$ cat src/rtl/vmqs_pkg.sv
`timescale 1ns / 1ps
package vmqs_pkg;

  // field widths
  localparam int ACT_W      = 12;
  localparam int TOT_W      = 13;
  localparam int KHZ_W      = 20;
  localparam int IDX_W      = 8;
  localparam int HZ_W       = 30;
  localparam int AREA_W     = 2 * ACT_W;
  localparam int BW_W       = 54;
  localparam int BEST_BW_W  = 32;
  localparam int CFG_W      = 32;
  localparam int REG_IDX_W  = 3;

  localparam int KHZ_TO_HZ   = 1000;
  localparam int MAX_MODES   = 256;
  localparam int MODES_CMP_W = 13;

  localparam logic [ACT_W-1:0] MAX_WIDTH_RST     = 12'd1920;
  localparam logic [ACT_W-1:0] MAX_HEIGHT_RST    = 12'd1080;
  localparam logic [CFG_W-1:0] MAX_BANDWIDTH_RST = 32'd124416000;
  localparam logic [CFG_W-1:0] REF_CLOCK_A_RST   = 32'd540000000;
  localparam logic [CFG_W-1:0] REF_CLOCK_B_RST   = 32'd297000000;

  typedef enum logic [REG_IDX_W-1:0] {
    REG_MAX_WIDTH     = 3'd0,
    REG_MAX_HEIGHT    = 3'd1,
    REG_MAX_BANDWIDTH = 3'd2,
    REG_REF_CLOCK_A   = 3'd3,
    REG_REF_CLOCK_B   = 3'd4
  } vmqs_reg_t;

  // one checked mode with its qualify flag, handed to the selector at commit
  typedef struct packed {
    logic             ok;
    logic             pref;
    logic [IDX_W-1:0] idx;
    logic [BW_W-1:0]  bw;
    logic             last;
  } vmqs_cand_t;

  // choice after this mode has been taken into account
  typedef struct packed {
    logic                 found;
    logic [IDX_W-1:0]     idx;
    logic [BEST_BW_W-1:0] bw;
  } vmqs_choice_t;

endpackage

$ cat src/rtl/vmqs_div.sv
`timescale 1ns / 1ps
module vmqs_div #(
  parameter int NUM_W = 30,
  parameter int DEN_W = 13
) (
  input  logic             clk,
  input  logic             rst,
  input  logic             start,
  input  logic [NUM_W-1:0] num,
  input  logic [DEN_W-1:0] den,
  output logic             done,
  output logic [NUM_W-1:0] quot,
  output logic [DEN_W-1:0] rem
);

  localparam int CW = $clog2(NUM_W);

  logic             busy;
  logic [CW-1:0]    cnt;
  logic [NUM_W-1:0] nq;
  logic [DEN_W-1:0] r;
  logic [DEN_W-1:0] d;
  logic [DEN_W:0]   shifted;
  logic [DEN_W+1:0] diff;
  logic             borrow;

  // restoring division, one quotient bit per cycle, MSB first
  always_comb begin
    shifted = {r, nq[NUM_W-1]};
    diff    = {1'b0, shifted} - {2'b00, d};
    borrow  = diff[DEN_W+1];
  end

  always_ff @(posedge clk) begin
    if (rst) begin
      busy <= 1'b0;
      done <= 1'b0;
    end else begin
      done <= 1'b0;
      if (start) begin
        busy <= 1'b1;
        cnt  <= CW'(NUM_W - 1);
        nq   <= num;
        r    <= '0;
        d    <= den;
      end else if (busy) begin
        nq  <= {nq[NUM_W-2:0], ~borrow};
        r   <= borrow ? shifted[DEN_W-1:0] : diff[DEN_W-1:0];
        cnt <= cnt - 1'b1;
        if (cnt == '0) begin
          busy <= 1'b0;
          done <= 1'b1;
        end
      end
    end
  end

  assign quot = nq;
  assign rem  = r;

  a_start_idle: assert property (@(posedge clk) disable iff (rst) start |-> !busy)
    else $error("divider restarted while busy");

endmodule

$ cat src/rtl/vmqs_mul.sv
`timescale 1ns / 1ps
module vmqs_mul #(
  parameter int A_W = 24,
  parameter int B_W = 30
) (
  input  logic               clk,
  input  logic               rst,
  input  logic               start,
  input  logic [A_W-1:0]     a,
  input  logic [B_W-1:0]     b,
  output logic               done,
  output logic [A_W+B_W-1:0] prod
);

  localparam int P_W = A_W + B_W;
  localparam int CW  = $clog2(B_W);

  logic           busy;
  logic [CW-1:0]  cnt;
  logic [A_W-1:0] areg;
  logic [B_W-1:0] bsh;
  logic [P_W-1:0] acc;
  logic [P_W-1:0] acc_next;

  // shift-add, one multiplier bit per cycle, MSB first
  assign acc_next = {acc[P_W-2:0], 1'b0} + (bsh[B_W-1] ? P_W'(areg) : '0);

  always_ff @(posedge clk) begin
    if (rst) begin
      busy <= 1'b0;
      done <= 1'b0;
    end else begin
      done <= 1'b0;
      if (start) begin
        busy <= 1'b1;
        cnt  <= CW'(B_W - 1);
        areg <= a;
        bsh  <= b;
        acc  <= '0;
      end else if (busy) begin
        acc <= acc_next;
        bsh <= {bsh[B_W-2:0], 1'b0};
        cnt <= cnt - 1'b1;
        if (cnt == '0) begin
          busy <= 1'b0;
          done <= 1'b1;
        end
      end
    end
  end

  assign prod = acc;

endmodule

$ cat src/rtl/vmqs_select.sv
`timescale 1ns / 1ps
module vmqs_select import vmqs_pkg::*; #(
  parameter int N_MODES = MAX_MODES
) (
  input  logic         clk,
  input  logic         rst,
  input  logic         commit,
  input  vmqs_cand_t   cand,
  output vmqs_choice_t choice
);

  logic                 have_choice;
  logic                 choice_locked;
  logic [IDX_W-1:0]     chosen_index;
  logic [BEST_BW_W-1:0] chosen_bandwidth;

  logic                 have_next;
  logic                 locked_next;
  logic [IDX_W-1:0]     index_next;
  logic [BEST_BW_W-1:0] bandwidth_next;
  logic                 take;
  logic                 upd;

  always_comb begin
    take = cand.ok && !choice_locked &&
           (MODES_CMP_W'(cand.idx) < MODES_CMP_W'(N_MODES));
    upd  = take && (cand.pref || !have_choice || cand.bw > BW_W'(chosen_bandwidth));
    have_next      = have_choice || upd;
    locked_next    = choice_locked || (take && cand.pref);
    index_next     = upd ? cand.idx : chosen_index;
    bandwidth_next = upd ? cand.bw[BEST_BW_W-1:0] : chosen_bandwidth;

    choice.found = have_next;
    choice.idx   = have_next ? index_next : '0;
    choice.bw    = have_next ? bandwidth_next : '0;
  end

  always_ff @(posedge clk) begin
    if (rst) begin
      have_choice      <= 1'b0;
      choice_locked    <= 1'b0;
      chosen_index     <= '0;
      chosen_bandwidth <= '0;
    end else if (commit) begin
      // drop the choice after the last mode of a list
      if (cand.last) begin
        have_choice      <= 1'b0;
        choice_locked    <= 1'b0;
        chosen_index     <= '0;
        chosen_bandwidth <= '0;
      end else begin
        have_choice      <= have_next;
        choice_locked    <= locked_next;
        chosen_index     <= index_next;
        chosen_bandwidth <= bandwidth_next;
      end
    end
  end

  a_lock_has_choice: assert property (@(posedge clk) disable iff (rst)
    choice_locked |-> have_choice)
    else $error("choice locked without a chosen mode");

endmodule

$ cat src/rtl/video_mode_qualify_select.sv
`timescale 1ns / 1ps
// Checks one display timing mode per input transfer against the configured size,
// bandwidth and reference clock limits and reports, for each mode, whether it
// qualifies, its bandwidth (active pixels times rounded refresh rate) and the mode
// chosen so far in the current list; the choice clears after the mode flagged last.
// Each mode runs through three serial passes of 30 steps each, one bit per cycle:
// the two rounding divisions that yield the refresh rate share one divider, and
// the bandwidth comes from a shift-add multiplier. The clock divisibility checks
// run on two further dividers alongside the first division. The input stalls while
// a mode is in work; a result waits in the output register, so the next mode is
// taken meanwhile. Configuration writes are always ready and take effect at once.
module video_mode_qualify_select import vmqs_pkg::*; #(
  parameter int N_MODES = MAX_MODES
) (
  input  logic                 clk,
  input  logic                 rst,
  input  logic                 cfg_valid,
  output logic                 cfg_ready,
  input  logic [REG_IDX_W-1:0] cfg_index,
  input  logic [CFG_W-1:0]     cfg_data,
  input  logic                 in_valid,
  output logic                 in_stall,
  input  logic [ACT_W-1:0]     h_active,
  input  logic [ACT_W-1:0]     v_active,
  input  logic [TOT_W-1:0]     h_total,
  input  logic [TOT_W-1:0]     v_total,
  input  logic [KHZ_W-1:0]     dot_clock_khz,
  input  logic                 interlaced,
  input  logic                 preferred,
  input  logic [IDX_W-1:0]     mode_index,
  input  logic                 last,
  output logic                 out_valid,
  input  logic                 out_stall,
  output logic                 mode_ok,
  output logic [BW_W-1:0]      mode_bandwidth,
  output logic                 found,
  output logic [IDX_W-1:0]     best_index,
  output logic [BEST_BW_W-1:0] best_bandwidth,
  output logic                 list_done
);

  typedef enum logic [2:0] {
    S_IDLE,
    S_PREP,
    S_DIV1,
    S_DIV2,
    S_MUL,
    S_FIN
  } state_t;

  state_t state;

  logic [ACT_W-1:0] max_width;
  logic [ACT_W-1:0] max_height;
  logic [CFG_W-1:0] max_bandwidth;
  logic [CFG_W-1:0] ref_clock_a_hz;
  logic [CFG_W-1:0] ref_clock_b_hz;

  logic [ACT_W-1:0]  h_act_q;
  logic [ACT_W-1:0]  v_act_q;
  logic [TOT_W-1:0]  h_tot_q;
  logic [TOT_W-1:0]  v_tot_q;
  logic [HZ_W-1:0]   hz_q;
  logic [AREA_W-1:0] area_q;
  logic              inter_q;
  logic              pref_q;
  logic [IDX_W-1:0]  idx_q;
  logic              last_q;

  logic              rdiv_start;
  logic [HZ_W-1:0]   rdiv_num;
  logic [TOT_W-1:0]  rdiv_den;
  logic              rdiv_done;
  logic [HZ_W-1:0]   rdiv_quot;
  logic              cdiv_start;
  logic [HZ_W-1:0]   rem_a;
  logic [HZ_W-1:0]   rem_b;
  logic              mul_start;
  logic              mul_done;
  logic [BW_W-1:0]   mul_prod;

  logic              in_xfer;
  logic              commit;
  logic              tot_nz;
  vmqs_cand_t        cand;
  vmqs_choice_t      choice;

  assign cfg_ready = 1'b1;
  assign in_stall  = (state != S_IDLE);
  assign in_xfer   = in_valid && !in_stall;
  assign commit    = (state == S_FIN) && (!out_valid || !out_stall);

  always_ff @(posedge clk) begin
    if (rst) begin
      max_width      <= MAX_WIDTH_RST;
      max_height     <= MAX_HEIGHT_RST;
      max_bandwidth  <= MAX_BANDWIDTH_RST;
      ref_clock_a_hz <= REF_CLOCK_A_RST;
      ref_clock_b_hz <= REF_CLOCK_B_RST;
    end else if (cfg_valid && cfg_ready) begin
      case (vmqs_reg_t'(cfg_index))
        REG_MAX_WIDTH:     max_width      <= cfg_data[ACT_W-1:0];
        REG_MAX_HEIGHT:    max_height     <= cfg_data[ACT_W-1:0];
        REG_MAX_BANDWIDTH: max_bandwidth  <= cfg_data;
        REG_REF_CLOCK_A:   ref_clock_a_hz <= cfg_data;
        REG_REF_CLOCK_B:   ref_clock_b_hz <= cfg_data;
        default: ;
      endcase
    end
  end

  // round(round(hz / h_total) / v_total) on the shared divider
  always_comb begin
    rdiv_start = (state == S_PREP) || ((state == S_DIV1) && rdiv_done);
    if (state == S_PREP) begin
      rdiv_num = hz_q + HZ_W'(h_tot_q >> 1);
      rdiv_den = h_tot_q;
    end else begin
      rdiv_num = rdiv_quot + HZ_W'(v_tot_q >> 1);
      rdiv_den = v_tot_q;
    end
    cdiv_start = (state == S_PREP);
    mul_start  = (state == S_DIV2) && rdiv_done;
  end

  vmqs_div #(.NUM_W(HZ_W), .DEN_W(TOT_W)) u_round_div (
    .clk  (clk),
    .rst  (rst),
    .start(rdiv_start),
    .num  (rdiv_num),
    .den  (rdiv_den),
    .done (rdiv_done),
    .quot (rdiv_quot),
    .rem  ()
  );

  vmqs_div #(.NUM_W(CFG_W), .DEN_W(HZ_W)) u_ref_a_div (
    .clk  (clk),
    .rst  (rst),
    .start(cdiv_start),
    .num  (ref_clock_a_hz),
    .den  (hz_q),
    .done (),
    .quot (),
    .rem  (rem_a)
  );

  vmqs_div #(.NUM_W(CFG_W), .DEN_W(HZ_W)) u_ref_b_div (
    .clk  (clk),
    .rst  (rst),
    .start(cdiv_start),
    .num  (ref_clock_b_hz),
    .den  (hz_q),
    .done (),
    .quot (),
    .rem  (rem_b)
  );

  vmqs_mul #(.A_W(AREA_W), .B_W(HZ_W)) u_bw_mul (
    .clk  (clk),
    .rst  (rst),
    .start(mul_start),
    .a    (area_q),
    .b    (rdiv_quot),
    .done (mul_done),
    .prod (mul_prod)
  );

  always_comb begin
    tot_nz    = (h_tot_q != '0) && (v_tot_q != '0);
    cand.bw   = tot_nz ? mul_prod : '0;
    cand.ok   = tot_nz && (hz_q != '0) &&
                (h_act_q <= max_width) && (v_act_q <= max_height) &&
                (cand.bw <= BW_W'(max_bandwidth)) && !inter_q &&
                ((rem_a == '0) || (rem_b == '0));
    cand.pref = pref_q;
    cand.idx  = idx_q;
    cand.last = last_q;
  end

  vmqs_select #(.N_MODES(N_MODES)) u_select (
    .clk   (clk),
    .rst   (rst),
    .commit(commit),
    .cand  (cand),
    .choice(choice)
  );

  always_ff @(posedge clk) begin
    if (rst) begin
      state     <= S_IDLE;
      out_valid <= 1'b0;
    end else begin
      if (out_valid && !out_stall && !commit) begin
        out_valid <= 1'b0;
      end
      case (state)
        S_IDLE: begin
          if (in_xfer) begin
            h_act_q <= h_active;
            v_act_q <= v_active;
            h_tot_q <= h_total;
            v_tot_q <= v_total;
            hz_q    <= HZ_W'(dot_clock_khz * KHZ_TO_HZ);
            area_q  <= AREA_W'(h_active) * AREA_W'(v_active);
            inter_q <= interlaced;
            pref_q  <= preferred;
            idx_q   <= mode_index;
            last_q  <= last;
            state   <= S_PREP;
          end
        end
        S_PREP: state <= S_DIV1;
        S_DIV1: if (rdiv_done) state <= S_DIV2;
        S_DIV2: if (rdiv_done) state <= S_MUL;
        S_MUL:  if (mul_done) state <= S_FIN;
        S_FIN: begin
          // hold until the output register is free
          if (commit) begin
            out_valid      <= 1'b1;
            mode_ok        <= cand.ok;
            mode_bandwidth <= cand.bw;
            found          <= choice.found;
            best_index     <= choice.idx;
            best_bandwidth <= choice.bw;
            list_done      <= cand.last;
            state          <= S_IDLE;
          end
        end
        default: state <= S_IDLE;
      endcase
    end
  end

  a_busy_after_xfer: assert property (@(posedge clk) disable iff (rst)
    in_xfer |=> in_stall)
    else $error("input not stalled after a transfer");

  a_ok_within_limit: assert property (@(posedge clk) disable iff (rst)
    (out_valid && mode_ok) |-> (mode_bandwidth <= BW_W'(max_bandwidth)))
    else $error("qualified mode above bandwidth limit");

  a_no_choice_zero: assert property (@(posedge clk) disable iff (rst)
    (out_valid && !found) |-> ((best_index == '0) && (best_bandwidth == '0)))
    else $error("choice fields set without a chosen mode");

endmodule
$ cat config.mk
export PLATFORM = sky130hd
export DESIGN_NAME = video_mode_qualify_select
export DESIGN_NICKNAME = d
export VERILOG_FILES = /design/src/rtl/vmqs_pkg.sv /design/src/rtl/vmqs_div.sv /design/src/rtl/vmqs_mul.sv /design/src/rtl/vmqs_select.sv /design/src/rtl/video_mode_qualify_select.sv
export SDC_FILE = /design/constraint.sdc
export NUM_CORES = 2
export LEC_CHECK = 0
export ABC_AREA = 1
export ABC_CLOCK_PERIOD_IN_PS = 6250
export BUFFER_PORTS_ARGS = -buffer_cell sky130_fd_sc_hd__buf_2
export CAP_MARGIN = 20
export CORE_MARGIN = 1.5
export CORE_UTILIZATION = 30
export CTS_CLUSTER_DIAMETER = 60
export DETAILED_ROUTE_END_ITERATION = 7
export SYNTH_ARGS = -nofsm -noshare
export SYNTH_HDL_FRONTEND = slang
export SYNTH_HIERARCHICAL = 1
export SYNTH_SLANG_ARGS = --single-unit
$ cat constraint.sdc
create_clock -name clk -period 6.25 [get_ports clk]
set_clock_uncertainty 0.15 [all_clocks]
set_input_delay 0 -clock clk [delete_from_list [all_inputs] [get_ports clk]]
set_output_delay 0 -clock clk [all_outputs]
set_load 0.05 [all_outputs]
# [Word level (Yosys, flattened, before mapping)]
# Cells that the tools add are included.
[op_classes] n_addsub=10 multipliers=2 order_cmp=4 eq_ne=14 n_mux=52 bitwise=6 n_reduce_logical=63
[ops] operator="$mux W30" count=9
[ops] operator="$mux W32" count=6
[ops] operator="$mux W54" count=2
[ops] operator="$sub A31 B30 Y32" count=2
[ops] operator="$add A30 B12 Y30" count=2
[ops] operator="$logic_not A30 Y1" count=2
[ops] operator="$add A54 B54 Y54" count=1
[ops] operator="$gt A54 B32 Y1" count=1
[ops] operator="$le A54 B32 Y1" count=1
[ops] operator="$mux W13" count=3
[ops] operator="$reduce_bool A30 Y1" count=1
[ops] operator="$mul A20 B7 Y27 const B" count=1
[ops] operator="$reduce_bool A13 Y1" count=2
[ops] operator="$le A12 B12 Y1" count=2
[ops] operator="$mul A12 B12 Y24" count=1
[ops] operator="$mux W24" count=1
[ops] operator="$reduce_and A2 Y1" count=12
[ops] operator="$logic_not A5 Y1" count=4
[ops] operator="$mux W5" count=4
[ops] operator="$sub A5 B1 Y5 const B" count=4
[ops] operator="$mux W1" count=19
[ops] operator="$pmux W3 S6" count=1
[ops] operator="$logic_and A1 B1 Y1" count=16
[ops] operator="$mux W8" count=2
[ops] operator="16 further kinds" count=52
[word_totals] register_bits=716

# [Logic depth before layout (Yosys ltp)]
[logic_depth] ltp_word=12 mapped_depth=28 ltp_nobuf=26

# [Hierarchy]
# The synthesis kept the hierarchy.
[by_module_without_submodules] mod="video_mode_qualify_select" n_inst=1 cells_per_inst=2777 area_per_inst_um2=23766.5 seq_area_each_um2=8758.4
[by_module_without_submodules] mod="vmqs_div at u_ref_a_div ..." n_inst=2 cells_per_inst=858 area_per_inst_um2=6444.9 seq_area_each_um2=2952.8
[by_module_without_submodules] mod="vmqs_mul" n_inst=1 cells_per_inst=1009 area_per_inst_um2=7477.2 seq_area_each_um2=3433.3
[by_module_without_submodules] mod="vmqs_select" n_inst=1 cells_per_inst=582 area_per_inst_um2=4156.5 seq_area_each_um2=840.8
[by_module_without_submodules] mod="vmqs_div at u_round_div" n_inst=1 cells_per_inst=404 area_per_inst_um2=3462.1 seq_area_each_um2=1871.8

# [Worst setup path before layout]
# Ideal clock, no wire load.
[synth_path] path_kind="reg-to-reg" startpoint="register state[1]" endpoint="register area_q[0] (enable)" setup_ps=584 arrival_time_ps=5678 required_time_ps=5516 slack_ps=-161 path_stages_with_launch=5 path_buffers=1 synth_period_minus_slack_ps=6411 cell_sequence="dfxtp_1 -> buf_2 -> nor2_1 -> nand2_1 -> nor2_1"
[synth_between] elab_chain_cells=4 word_cells_on_any_way=5 cone_classes="reduce/logical (5)"
[synth_lines] item="from (decl)" line_no="video_mode_qualify_select.sv:51" text="state_t state;"
[synth_lines] item="from (signal assigned)" line_no="video_mode_qualify_select.sv:191" text="state <= S_IDLE;"
[synth_lines] item="from (signal assigned)" line_no="video_mode_qualify_select.sv:210" text="state <= S_PREP;"
[synth_lines] item="from (signal assigned)" line_no="video_mode_qualify_select.sv:213" text="S_PREP: state <= S_DIV1;"
[synth_lines] item="$reduce_bool A3 Y1" line_no="video_mode_qualify_select.sv:89" text="assign in_stall = (state != S_IDLE);"
[synth_lines] item="named net in_stall" line_no="video_mode_qualify_select.sv:22" text="output logic in_stall,"
[synth_lines] item="$logic_not A1 Y1" line_no="video_mode_qualify_select.sv:90" text="assign in_xfer = in_valid && !in_stall;"
[synth_lines] item="$logic_and A1 B1 Y1" line_no="video_mode_qualify_select.sv:90"
[synth_lines] item="$reduce_and A3 Y1 (no line)"
[synth_lines] item="to (signal assigned)" line_no="video_mode_qualify_select.sv:205" text="area_q <= AREA_W'(h_active) * AREA_W'(v_active);"
[synth_lines] item="to (decl)" line_no="video_mode_qualify_select.sv:64" text="logic [AREA_W-1:0] area_q;"
# The timed path passes the listed nets, and every way through them passes these cells.
# A chain may end at the register's enable or synchronous reset.

==> out/qor.csv <==
metric,value,unit
Final HPWL DP,117,mm
"Slowest-stage cell, CP",nand2_2,
initial core utilization,30.2,%
worst setup margin,1.07,ns
post-layout util,35.2,%
P&R area growth vs syn,16.7,%
share of cells above drive strength 1,9.81,%
cell chain of the critical path,"or2_1, nor2_1, nand2_1, nand2_2, nor2_1, ha_1, nand2_1, nor2_1, nand3_1, nor3_2, nand3_1, nand2_2, nand2_4, nand2_4, nand2_2, inv_2, nor2_1",
DRT Wirelength,155,mm
first-pass GRT wire length,242,mm
crit-path max cell delay,0.71,ns
Reg2Reg Setup Slack,1.07,ns
Critical Path Most Common Cell,nor2_1,
gr busiest metal,met2,
reg2reg end,best_bandwidth[13],
Critical Path AT,5.52,ns
num rows,152,
Non-Filler Instances,9260,
core area,171000,um2
Slew Limit Fails,0,
IO buf count,219,
clk root buf,clkbuf_16,
"worst slack, placed",1.01,ns
Die H,418,um
cell leakage power,28.4,nW
mean post-synth cell area,7.97,um2
# hold bufs at CTS,183,
hold_sp,v_total[0],
Clock Sinks,749,
grt met3 use,2.01,%
worst-case clock buffer depth,3,
# IOs,221,
cell count after synthesis,6484,
final setup fails,0,
DR WL/cell,16.8,um
yosys synthesis warning count,6,
drt first pass iters,6,
Final Critical Period,5.18,ns
Global Route met1 Usage,23.2,%
Avg Vias per Cell,4.63,
Critical Path Start Type,flip-flop,
iteration-0 DRC count of the detailed router,3117,
worst hold endpoint,v_tot_q[0],
final antenna-violating net count,0,
worst r2r src,v_tot_q[2],
transition time of the tightest slew-check pin,1.02,ns
power per cell area,404,nW/um2
DP Area,55300,um2
htree depth,3,
"CP delay by family, top",simple AND/OR/NAND/NOR gates,
Total GRT Usage,17.6,%
most frequent cells in the layout,"1934 x nand2_1, 1149 x inv_1, 598 x nor2_1",
critical path type,flip-flop to flip-flop,
Die Wd,418,um
Slew HR,31.4,%
Hold WC Path Type,input pin to flip-flop,
M2 GR Usage,29.3,%
vias in the first global route,42000,
total CTS buffers,94,
RSZ-0062 raised after global routing,no,
largest net degree at the start of global routing,113,
R2R depth,17,
DRC errors left,0,
later-pin clock latency in the skew report,0.77,ns
setup TNS,0,ns
DIE AREA,175000,um2
Clock Pin Slew Worst Setup and Hold Paths,0.06,ns
routed vias,42800,
TritonCTS clock tree,yes,
"Req. time, crit path",6.59,ns
Overflow after GRT,0,
post-CTS setup buffer count,0,
CTS resizes,0,
"most common cell after layout, fill and taps aside",nand2_1,
placed cells,8892,
Worst Path Buf+Inv,1,
maximum clock frequency,193,MHz
fin nets,7493,
Setup crit end kind,flip-flop,
"Hold Vio Cnt, Final",0,
CP Max Fanout,41,
initial antenna violation count,11,
GP Congestion,0.927,
post-layout instance area,60300,um2
ratio of final minimum period to clock period,82.9,%
WHS Path Cells,2,
worst vdd ir,0.221,mV
status,finished clean,
Synth Cell Area,51700,um2
maxcap violations,0,
layout make-up:
cell class              count  area (um2)
clock inverters            67         726
well taps                2310        2890
multi-input cells        4410       25800
clock buffers             108        2410
fillers                 17700      111000
repair buffers            438        3290
diodes                      7        17.5
flip-flops and latches    749       20800
inverters                1171        4400
flip-flops by register name (all words and copies together), names as in the netlist, 24 cells and up:
signal and count:
mode_bandwidth 54, u_bw_mul/prod 54, best_bandwidth 32, max_bandwidth 32, ref_clock_a_hz 32, ref_clock_b_hz 32, u_ref_a_div/quot 32, u_ref_b_div/quot 32
u_select/chosen_bandwidth 32, u_bw_mul/bsh 30, u_ref_a_div/d 30, u_ref_a_div/rem 30, u_ref_b_div/d 30, u_ref_b_div/rem 30, u_round_div/quot 30, hz_q 27
area_q 24, u_bw_mul/areg 24
metrics by stage:
step           hold WS, ns  total power [W]
5_1_grt             0.0132           0.0265
3_3_place_gp        0.0272           0.0188
3_5_place_dp        0.0281           0.0189
2_1_floorplan      -0.0809           0.0159
6_report           0.00481           0.0244
4_1_cts            0.00232           0.0246
worst max-delay path by stage:
stage,from,end,slack (ns),cells past startpoint
detailed placement,v_tot_q[2],best_bandwidth[13],1.01,17
global placement,v_tot_q[2],best_bandwidth[13],1.14,20
CTS,v_tot_q[2],best_bandwidth[13],1.10,17
global route,v_tot_q[2],best_bandwidth[20],0.69,17
finish,v_tot_q[2],best_bandwidth[13],1.07,17
floorplan,state[1],u_bw_mul/bsh[0],0.13,7
routing by layer:
metal	vias to the layer above	routed length, um
met5	-	20
met4	2	5930
met3	258	7570
met2	1040	72700
met1	20300	69200
li1	21200	-
power by group:
group	leakage [nW]	switching (W)	internal, W	total, W
clock	1.49	0.00236	0.00309	0.00545
combinational	20.2	0.00742	0.00376	0.0112
sequential	6.73	0.000753	0.00702	0.00777
Note: power is estimated with default switching activity, not from simulation.
